`src/hw/rtl/alz_pkg.sv`:
```
package alz_pkg;

    localparam int unsigned WORD_W     = 32;
    localparam int unsigned BRANCHES   = 4;
    localparam int unsigned STEP_IDX_W = 3;
    localparam int unsigned COUNT_W    = 4;
    localparam int unsigned DATA_W     = 2 * WORD_W * BRANCHES;

    localparam logic [COUNT_W-1:0] COUNT_RESET = 4'd4;

    // one branch word: x in the upper half, y in the lower half
    typedef struct packed {
        logic [WORD_W-1:0] x;
        logic [WORD_W-1:0] y;
    } xy_t;

    // branch 0 in the lowest bits
    typedef xy_t [BRANCHES-1:0] state_t;

    // step constants, the first four also serve as the branch constants
    localparam logic [7:0][WORD_W-1:0] STEP_CONST = {
        32'hC2B3293D, 32'hCFBFA1C8, 32'h4F7C7B57, 32'hBB1185EB,
        32'h324E7738, 32'h38B4DA56, 32'hBF715880, 32'hB7E15162
    };

    function automatic logic [WORD_W-1:0] ror32(input logic [WORD_W-1:0] v,
                                                input int unsigned n);
        logic [2*WORD_W-1:0] t;
        t = {v, v} >> n;
        return t[WORD_W-1:0];
    endfunction

    // one arx round: a += ror(b, ra); b ^= ror(a, rb); a ^= c
    function automatic xy_t alz_round(input xy_t v, input logic [WORD_W-1:0] c,
                                      input int unsigned ra, input int unsigned rb);
        xy_t r;
        r.x = v.x + ror32(v.y, ra);
        r.y = v.y ^ ror32(r.x, rb);
        r.x = r.x ^ c;
        return r;
    endfunction

    function automatic logic [WORD_W-1:0] ell(input logic [WORD_W-1:0] v);
        return ror32(v ^ {v[15:0], 16'h0000}, 16);
    endfunction

endpackage

```
`src/hw/rtl/alz_half_stage.sv`:
```
module alz_half_stage (
    input  logic                                aclk,
    input  logic                                aresetn,
    input  logic                                load,
    input  logic                                in_valid,
    input  alz_pkg::state_t                     in_state,
    input  logic                                active,
    input  logic                                first_half,
    input  logic [alz_pkg::STEP_IDX_W-1:0]      step_idx,
    output logic                                out_valid,
    output alz_pkg::state_t                     out_state
);

    logic                valid_reg;
    alz_pkg::state_t     state_reg;
    alz_pkg::state_t     state_next;
    alz_pkg::state_t     inj;
    alz_pkg::state_t     rnd;
    logic [alz_pkg::WORD_W-1:0] tx;
    logic [alz_pkg::WORD_W-1:0] ty;

    always_comb begin
        inj = in_state;
        // constant and step index injection only in the first half of a step
        if (first_half) begin
            inj[0].y = in_state[0].y ^ alz_pkg::STEP_CONST[step_idx];
            inj[1].y = in_state[1].y ^
                       {{(alz_pkg::WORD_W-alz_pkg::STEP_IDX_W){1'b0}}, step_idx};
        end
        for (int i = 0; i < alz_pkg::BRANCHES; i++) begin
            if (first_half) begin
                rnd[i] = alz_pkg::alz_round(inj[i], alz_pkg::STEP_CONST[i], 31, 24);
                rnd[i] = alz_pkg::alz_round(rnd[i], alz_pkg::STEP_CONST[i], 17, 17);
            end else begin
                rnd[i] = alz_pkg::alz_round(inj[i], alz_pkg::STEP_CONST[i], 0, 31);
                rnd[i] = alz_pkg::alz_round(rnd[i], alz_pkg::STEP_CONST[i], 24, 16);
            end
        end
        tx = alz_pkg::ell(rnd[0].x ^ rnd[1].x);
        ty = alz_pkg::ell(rnd[0].y ^ rnd[1].y);
        if (!active) begin
            state_next = in_state;
        end else if (first_half) begin
            state_next = rnd;
        end else begin
            // linear layer with branch swap
            state_next[0].x = rnd[3].x ^ rnd[1].x ^ ty;
            state_next[0].y = rnd[3].y ^ rnd[1].y ^ tx;
            state_next[1].x = rnd[2].x ^ rnd[0].x ^ ty;
            state_next[1].y = rnd[2].y ^ rnd[0].y ^ tx;
            state_next[2]   = rnd[0];
            state_next[3]   = rnd[1];
        end
    end

    always_ff @(posedge aclk) begin
        if (!aresetn) begin
            valid_reg <= 1'b0;
        end else if (load) begin
            valid_reg <= in_valid;
        end
    end

    always_ff @(posedge aclk) begin
        if (load) begin
            state_reg <= state_next;
        end
    end

    assign out_valid = valid_reg;
    assign out_state = state_reg;

endmodule

```
`config.mk`:
```
export PLATFORM = sky130hd
export DESIGN_NAME = alz_half_stage
export DESIGN_NICKNAME = d
export VERILOG_FILES = /design/src/hw/rtl/alz_pkg.sv /design/src/hw/rtl/alz_half_stage.sv
export SDC_FILE = /design/constraint.sdc
export NUM_CORES = 2
export LEC_CHECK = 0
export ABC_AREA = 1
export BUFFER_PORTS_ARGS = -buffer_cell sky130_fd_sc_hd__clkbuf_2
export CORE_ASPECT_RATIO = 1.75
export CORE_UTILIZATION = 51
export DETAILED_ROUTE_END_ITERATION = 8
export PLACE_DENSITY = 0.73
export SLEW_MARGIN = 20
export SYNTH_ARGS = -nofsm -noshare
export SYNTH_HDL_FRONTEND = slang
export SYNTH_SLANG_ARGS = --single-unit
```
`constraint.sdc`:
```
create_clock -name aclk -period 8.1 [get_ports aclk]
set_input_delay 1.62 -clock aclk [delete_from_list [all_inputs] [get_ports aclk]]
set_output_delay 1.62 -clock aclk [all_outputs]
set_load 0.01 [all_outputs]
```
==> tab_implementation.tex, run 1 <==
\begin{tabular}{lr}
\hline
Metric & Value \\
\hline
\multicolumn{2}{l}{\textbf{Outcome}} \\
Run status & aborted with a tool error \\
Stopped at & global routing (5\_1\_grt) \\
First error message & [ERROR GRT-0116] Global routing finished with congestion. Check the congestion regions in the DRC Viewer. \\
\multicolumn{2}{l}{\textbf{GRT}} \\
Total gr overflow & 819 \\
Total global routing track utilization & 0.771 \\
Number of global-route vias before repair & 83900 \\
Wire length of the first global-routing pass & 651 mm \\
Largest net degree at the start of global routing & 166 \\
\multicolumn{2}{l}{\textbf{Synth}} \\
Number of enable flip-flop cells after synthesis & 256 \\
Complex-gate fraction of the synthesized area & 0.143 \\
Async S/R FF share, synth & 0 \\
Post-Syn Area per Cell & 5.79 um\^{}2 \\
Number of storage elements in the synthesis netlist & 257 \\
Post-Synth XOR/XNOR Area & 0.107 \\
Number of cells produced by synthesis & 9849 \\
Number of distinct library cells after synthesis & 63 \\
Area share of fa/ha/maj cells after synthesis & 0.117 \\
Share of cell area taken by muxes after synthesis & 0.000944 \\
Synth Net Count & 10600 \\
Cell area after synthesis & 57000 um\^{}2 \\
Main combinational cell family by area after synthesis & simple AND/OR/NAND/NOR gates \\
Primary flip-flop cell chosen by synthesis mapping & sky130\_fd\_sc\_hd\_\_edfxtp\_1 \\
Sequential element share of the synthesized area & 0.135 \\
Count of yosys warnings during synthesis & 0 \\
Simple-gate area share of the yosys netlist & 0.405 \\
\multicolumn{2}{l}{\textbf{Clock tree}} \\
Clock tree buffer depth & 3 \\
Num Clock Sinks & 257 \\
Root Buffer & sky130\_fd\_sc\_hd\_\_clkbuf\_16 \\
Htree depth & 1 \\
Hold\_buf cts & 0 \\
Number of instances resized during post-cts repair & 0 \\
Setup bufs post-CTS & 0 \\
CTS Buf Count & 30 \\
\multicolumn{2}{l}{\textbf{Placement}} \\
Post-DP HPWL & 309 mm \\
Final weighted congestion in routability-driven placement & 1.33 \\
Port Buffer Count & 521 \\
\multicolumn{2}{l}{\textbf{Floorplanning}} \\
I/O pin total & 522 \\
Die Span X & 255 um \\
Die boundary height & 444 um \\
Initial core utilization & 0.516 \\
Rows & 161 \\
\hline
\end{tabular}
## per-stage QoR
stage               setup slack, ns   util  cell area (um^2)  cells
floorplan                      1.46      -             57000   9849
global placement             -0.576  0.614             67800  12600
detailed placement           -0.593  0.614             67800  12600
CTS                          0.0916  0.623             68800  12700
## cell families after synthesis
logic type               count (synthesis)
AND/OR/NAND/NOR                       5572
multiplexers                             5
AO/OA/AOI/OAI                         1447
XOR/XNOR                               672
flip-flops                             257
adder cells (fa/ha/maj)                522
buffers and inverters                 1374
## layer usage
metal | track usage | GRT overflow
met1 | 0.767 | 1
met3 | 0.600 | 10
met4 | 0.812 | 330
met5 | 0.231 | 2
met2 | 0.936 | 476
## synth_stat cells, drive strengths merged (97+ instances only)
cell type     n  share of area
xnor2       214          0.034
o21ai       452          0.040
nand3       982          0.087
nor2        823          0.054
nor3         98         0.0087
ha          506           0.11
inv        1230          0.081
or2          98          0.011
a21oi       616          0.054
xor2        455          0.072
edfxtp      256           0.13
nand2      3409           0.23
a31oi        97          0.011
==> inputs of run 2 (changes only) <==
- CORE_ASPECT_RATIO: 1.75 -> default
- CORE_UTILIZATION: 51 -> 36
- PLACE_DENSITY: 0.73 -> default
- PLACE_DENSITY_LB_ADDON: default -> 0.15
==> tab_implementation.tex, run 2 <==
\begin{tabular}{lr}
\hline
Metric & Value \\
\hline
\multicolumn{2}{l}{\textbf{Routing}} \\
Number of optimization iterations in the first detailed-route pass & 7 \\
Final wirelength & 400 mm \\
Overall via count from detail\_route & 79900 \\
Violation count after the first detailed-route iteration & 11400 \\
Via density per instance & 5.74 \\
Antenna violation net count after detailed routing & 0 \\
Number of DRC violations after detailed routing & 0 \\
Wirelength per Cell & 28.8 um \\
\multicolumn{2}{l}{\textbf{GRT}} \\
Total global routing track utilization & 0.480 \\
Antenna violations before repair & 31 \\
Number of global-route vias before repair & 71800 \\
Total gr overflow & 0 \\
Wire length of the first global-routing pass & 537 mm \\
Largest net degree at the start of global routing & 161 \\
\multicolumn{2}{l}{\textbf{Pwr}} \\
Power per cell area & 473 nW/um\^{}2 \\
Overall power after layout & 35.4 mW \\
Leakage power & 41.5 nW \\
Worst IR drop on VDD & 226 uV \\
\multicolumn{2}{l}{\textbf{Floorplanning}} \\
Floorplan Core Area & 157000 um\^{}2 \\
Die boundary height & 400 um \\
Die Span X & 400 um \\
Die area & 160000 um\^{}2 \\
Initial core utilization & 0.364 \\
Rows & 145 \\
I/O pin total & 522 \\
\multicolumn{2}{l}{\textbf{Worst setup path}} \\
Number of buffers and inverters on the critical path & 10 \\
Critical path's top delay family & simple AND/OR/NAND/NOR gates \\
Worst-path fanout max & 9 \\
Slowest stage delay, CP & 0.46 ns \\
Startpoint kind of the worst setup timing path & input port \\
Endpoint type of the worst setup path & flop \\
Kind of critical path & in -> reg \\
Cell seen most often among critical-path stages & sky130\_fd\_sc\_hd\_\_nand2\_1 \\
Data arrival time of the critical path & 8.36 ns \\
Worst EP required & 8.49 ns \\
Max stage delay cell, worst path & sky130\_fd\_sc\_hd\_\_fa\_1 \\
\multicolumn{2}{l}{\textbf{Final layout}} \\
Finished Cell Area & 75000 um\^{}2 \\
\# nets final & 12600 \\
Area growth from synthesis to final layout & 31.6\% \\
Leading cell types in the layout, fill and taps excluded & sky130\_fd\_sc\_hd\_\_nand2\_1, sky130\_fd\_sc\_hd\_\_buf\_4, sky130\_fd\_sc\_hd\_\_inv\_1, sky130\_fd\_sc\_hd\_\_nand3\_1, sky130\_fd\_sc\_hd\_\_nor2\_1 \\
Most common cell after layout, fill and taps aside & sky130\_fd\_sc\_hd\_\_nand2\_1 \\
Layout cells sized above 1 & 0.194 \\
Max FFs per register & 256 \\
\multicolumn{2}{l}{\textbf{Clock tree}} \\
Htree depth & 2 \\
CTS tree & built \\
Clock edge transition at the registers on the reported setup and hold paths & 0.07 ns \\
Insertion delay of the later-clocked pin in the worst-skew pair & 0.65 ns \\
Num Clock Sinks & 257 \\
Clock tree buffer depth & 3 \\
Setup bufs post-CTS & 0 \\
Hold\_buf cts & 0 \\
CTS Buf Count & 40 \\
Root Buffer & sky130\_fd\_sc\_hd\_\_clkbuf\_16 \\
Number of instances resized during post-cts repair & 0 \\
\multicolumn{2}{l}{\textbf{Synth}} \\
Number of distinct library cells after synthesis & 63 \\
Async S/R FF share, synth & 0 \\
Main combinational cell family by area after synthesis & simple AND/OR/NAND/NOR gates \\
Number of storage elements in the synthesis netlist & 257 \\
Most instantiated cells after synthesis & sky130\_fd\_sc\_hd\_\_nand2\_1, sky130\_fd\_sc\_hd\_\_inv\_1, sky130\_fd\_sc\_hd\_\_nand3\_1, sky130\_fd\_sc\_hd\_\_nor2\_1, sky130\_fd\_sc\_hd\_\_a21oi\_1 \\
Post-Syn Area per Cell & 5.79 um\^{}2 \\
Sequential element share of the synthesized area & 0.135 \\
Most frequent cell after synthesis & sky130\_fd\_sc\_hd\_\_nand2\_1 \\
Simple-gate area share of the yosys netlist & 0.405 \\
Area share of fa/ha/maj cells after synthesis & 0.117 \\
Share of the synthesized area in the top cell type & 0.223 \\
Largest cells by area after synthesis & sky130\_fd\_sc\_hd\_\_nand2\_1, sky130\_fd\_sc\_hd\_\_edfxtp\_1, sky130\_fd\_sc\_hd\_\_ha\_1, sky130\_fd\_sc\_hd\_\_nand3\_1, sky130\_fd\_sc\_hd\_\_inv\_1 \\
Synth Net Count & 10600 \\
Number of enable flip-flop cells after synthesis & 256 \\
Complex-gate fraction of the synthesized area & 0.143 \\
Share of cell area taken by muxes after synthesis & 0.000944 \\
Count of yosys warnings during synthesis & 0 \\
Primary flip-flop cell chosen by synthesis mapping & sky130\_fd\_sc\_hd\_\_edfxtp\_1 \\
Number of cells produced by synthesis & 9849 \\
Biggest area consumer among synthesized cells & sky130\_fd\_sc\_hd\_\_nand2\_1 \\
Post-Synth XOR/XNOR Area & 0.107 \\
Cell area after synthesis & 57000 um\^{}2 \\
\multicolumn{2}{l}{\textbf{STA}} \\
Endpoints failing setup & 0 \\
Final Skew & 0 ns \\
Worst rel slew slack & 0.294 \\
Transition time at the pin with the least slew margin & 1.06 ns \\
Worst hold slack across all endpoints & 0.570 ns \\
Final Critical Period & 7.97 ns \\
Final slew viol count & 0 \\
Sum of negative setup slack & 0 ns \\
Achievable frequency & 125 MHz \\
Unrepaired setup endpoints after global routing & true \\
Final worst path period share & 0.984 \\
Count of endpoints failing hold in the final timing report & 0 \\
\multicolumn{2}{l}{\textbf{Run}} \\
Number of maximum-capacitance constraint violations & 0 \\
\multicolumn{2}{l}{\textbf{Outcome}} \\
Run status & finished, final reports clean \\
\multicolumn{2}{l}{\textbf{Min path}} \\
HP Class & reg -> reg \\
\multicolumn{2}{l}{\textbf{Placement}} \\
Dpl cell area & 73500 um\^{}2 \\
Post-DP HPWL & 348 mm \\
Port Buffer Count & 521 \\
Final weighted congestion in routability-driven placement & 1.17 \\
\hline
\end{tabular}
## run 2: cell counts after synthesis
No cell type changed its count.
## run 2: through the flow
step | utilization | instances | worst slack [ns]
3_3_place_gp | 0.469 | 13800 | -0.515
2_1_floorplan | - | 9849 | 1.46
4_1_cts | 0.477 | 13900 | 0.0807
5_1_grt | 0.478 | 13900 | -0.00165
6_report | 0.478 | 13900 | 0.129
3_5_place_dp | 0.469 | 13800 | -0.576
## run 2: kinds of logic after synthesis
family / after synthesis
muxes: 5
and+or+nand+nor: 5572
AOI/OAI and AO/OA: 1447
xor gates and xnor gates: 672
DFF: 257
adders and majority gates: 522
buffers and inverters: 1374
## run 2: path summary, 6_finish.rpt
kind,start,end,slack (ns),cells after the start
max,step_idx[0],out_state[96]$_DFFE_PP_,0.13,44
min,out_valid$_SDFFE_PN0P_,out_valid$_SDFFE_PN0P_,0.57,2
max reg2reg,out_valid$_SDFFE_PN0P_,out_valid$_SDFFE_PN0P_,7.43,2
min reg2reg,out_valid$_SDFFE_PN0P_,out_valid$_SDFFE_PN0P_,0.57,2
## run 2: layout make-up
cell class / instances / area [um^2]
timing repair buffer: 2061 / 14600
fill: 16900 / 81800
clock inverter: 29 / 303
clock buffer: 43 / 1050
tap: 2058 / 2570
sequential: 257 / 7710
antenna: 14 / 35.0
inverter: 1230 / 4630
multi-input combinational: 8218 / 44100
## run 2: tightest hold or removal path, stage by stage, from the launching register on
cell                      delay (ns)
sky130_fd_sc_hd__dfxtp_1        0.32
sky130_fd_sc_hd__o21ai_0        0.09
sky130_fd_sc_hd__a21oi_1        0.11
## run 2: power breakdown
part | internal [mW] | total (mW) | switching (mW)
Clock | 1.06 | 1.95 | 0.891
Sequential | 2.01 | 2.29 | 0.275
Combinational | 11.4 | 31.2 | 19.8
## run 2: metal layers
metal  up-vias  global-route usage  wire length [um]
li1      36100                   -                 -
met1     36800               0.606            153000
met2      5632               0.694            159000
met3      1302               0.107             47500
met4        14               0.392             40300
met5         -             0.00151                93
No activity file was read; power rests on OpenSTA's default activity.
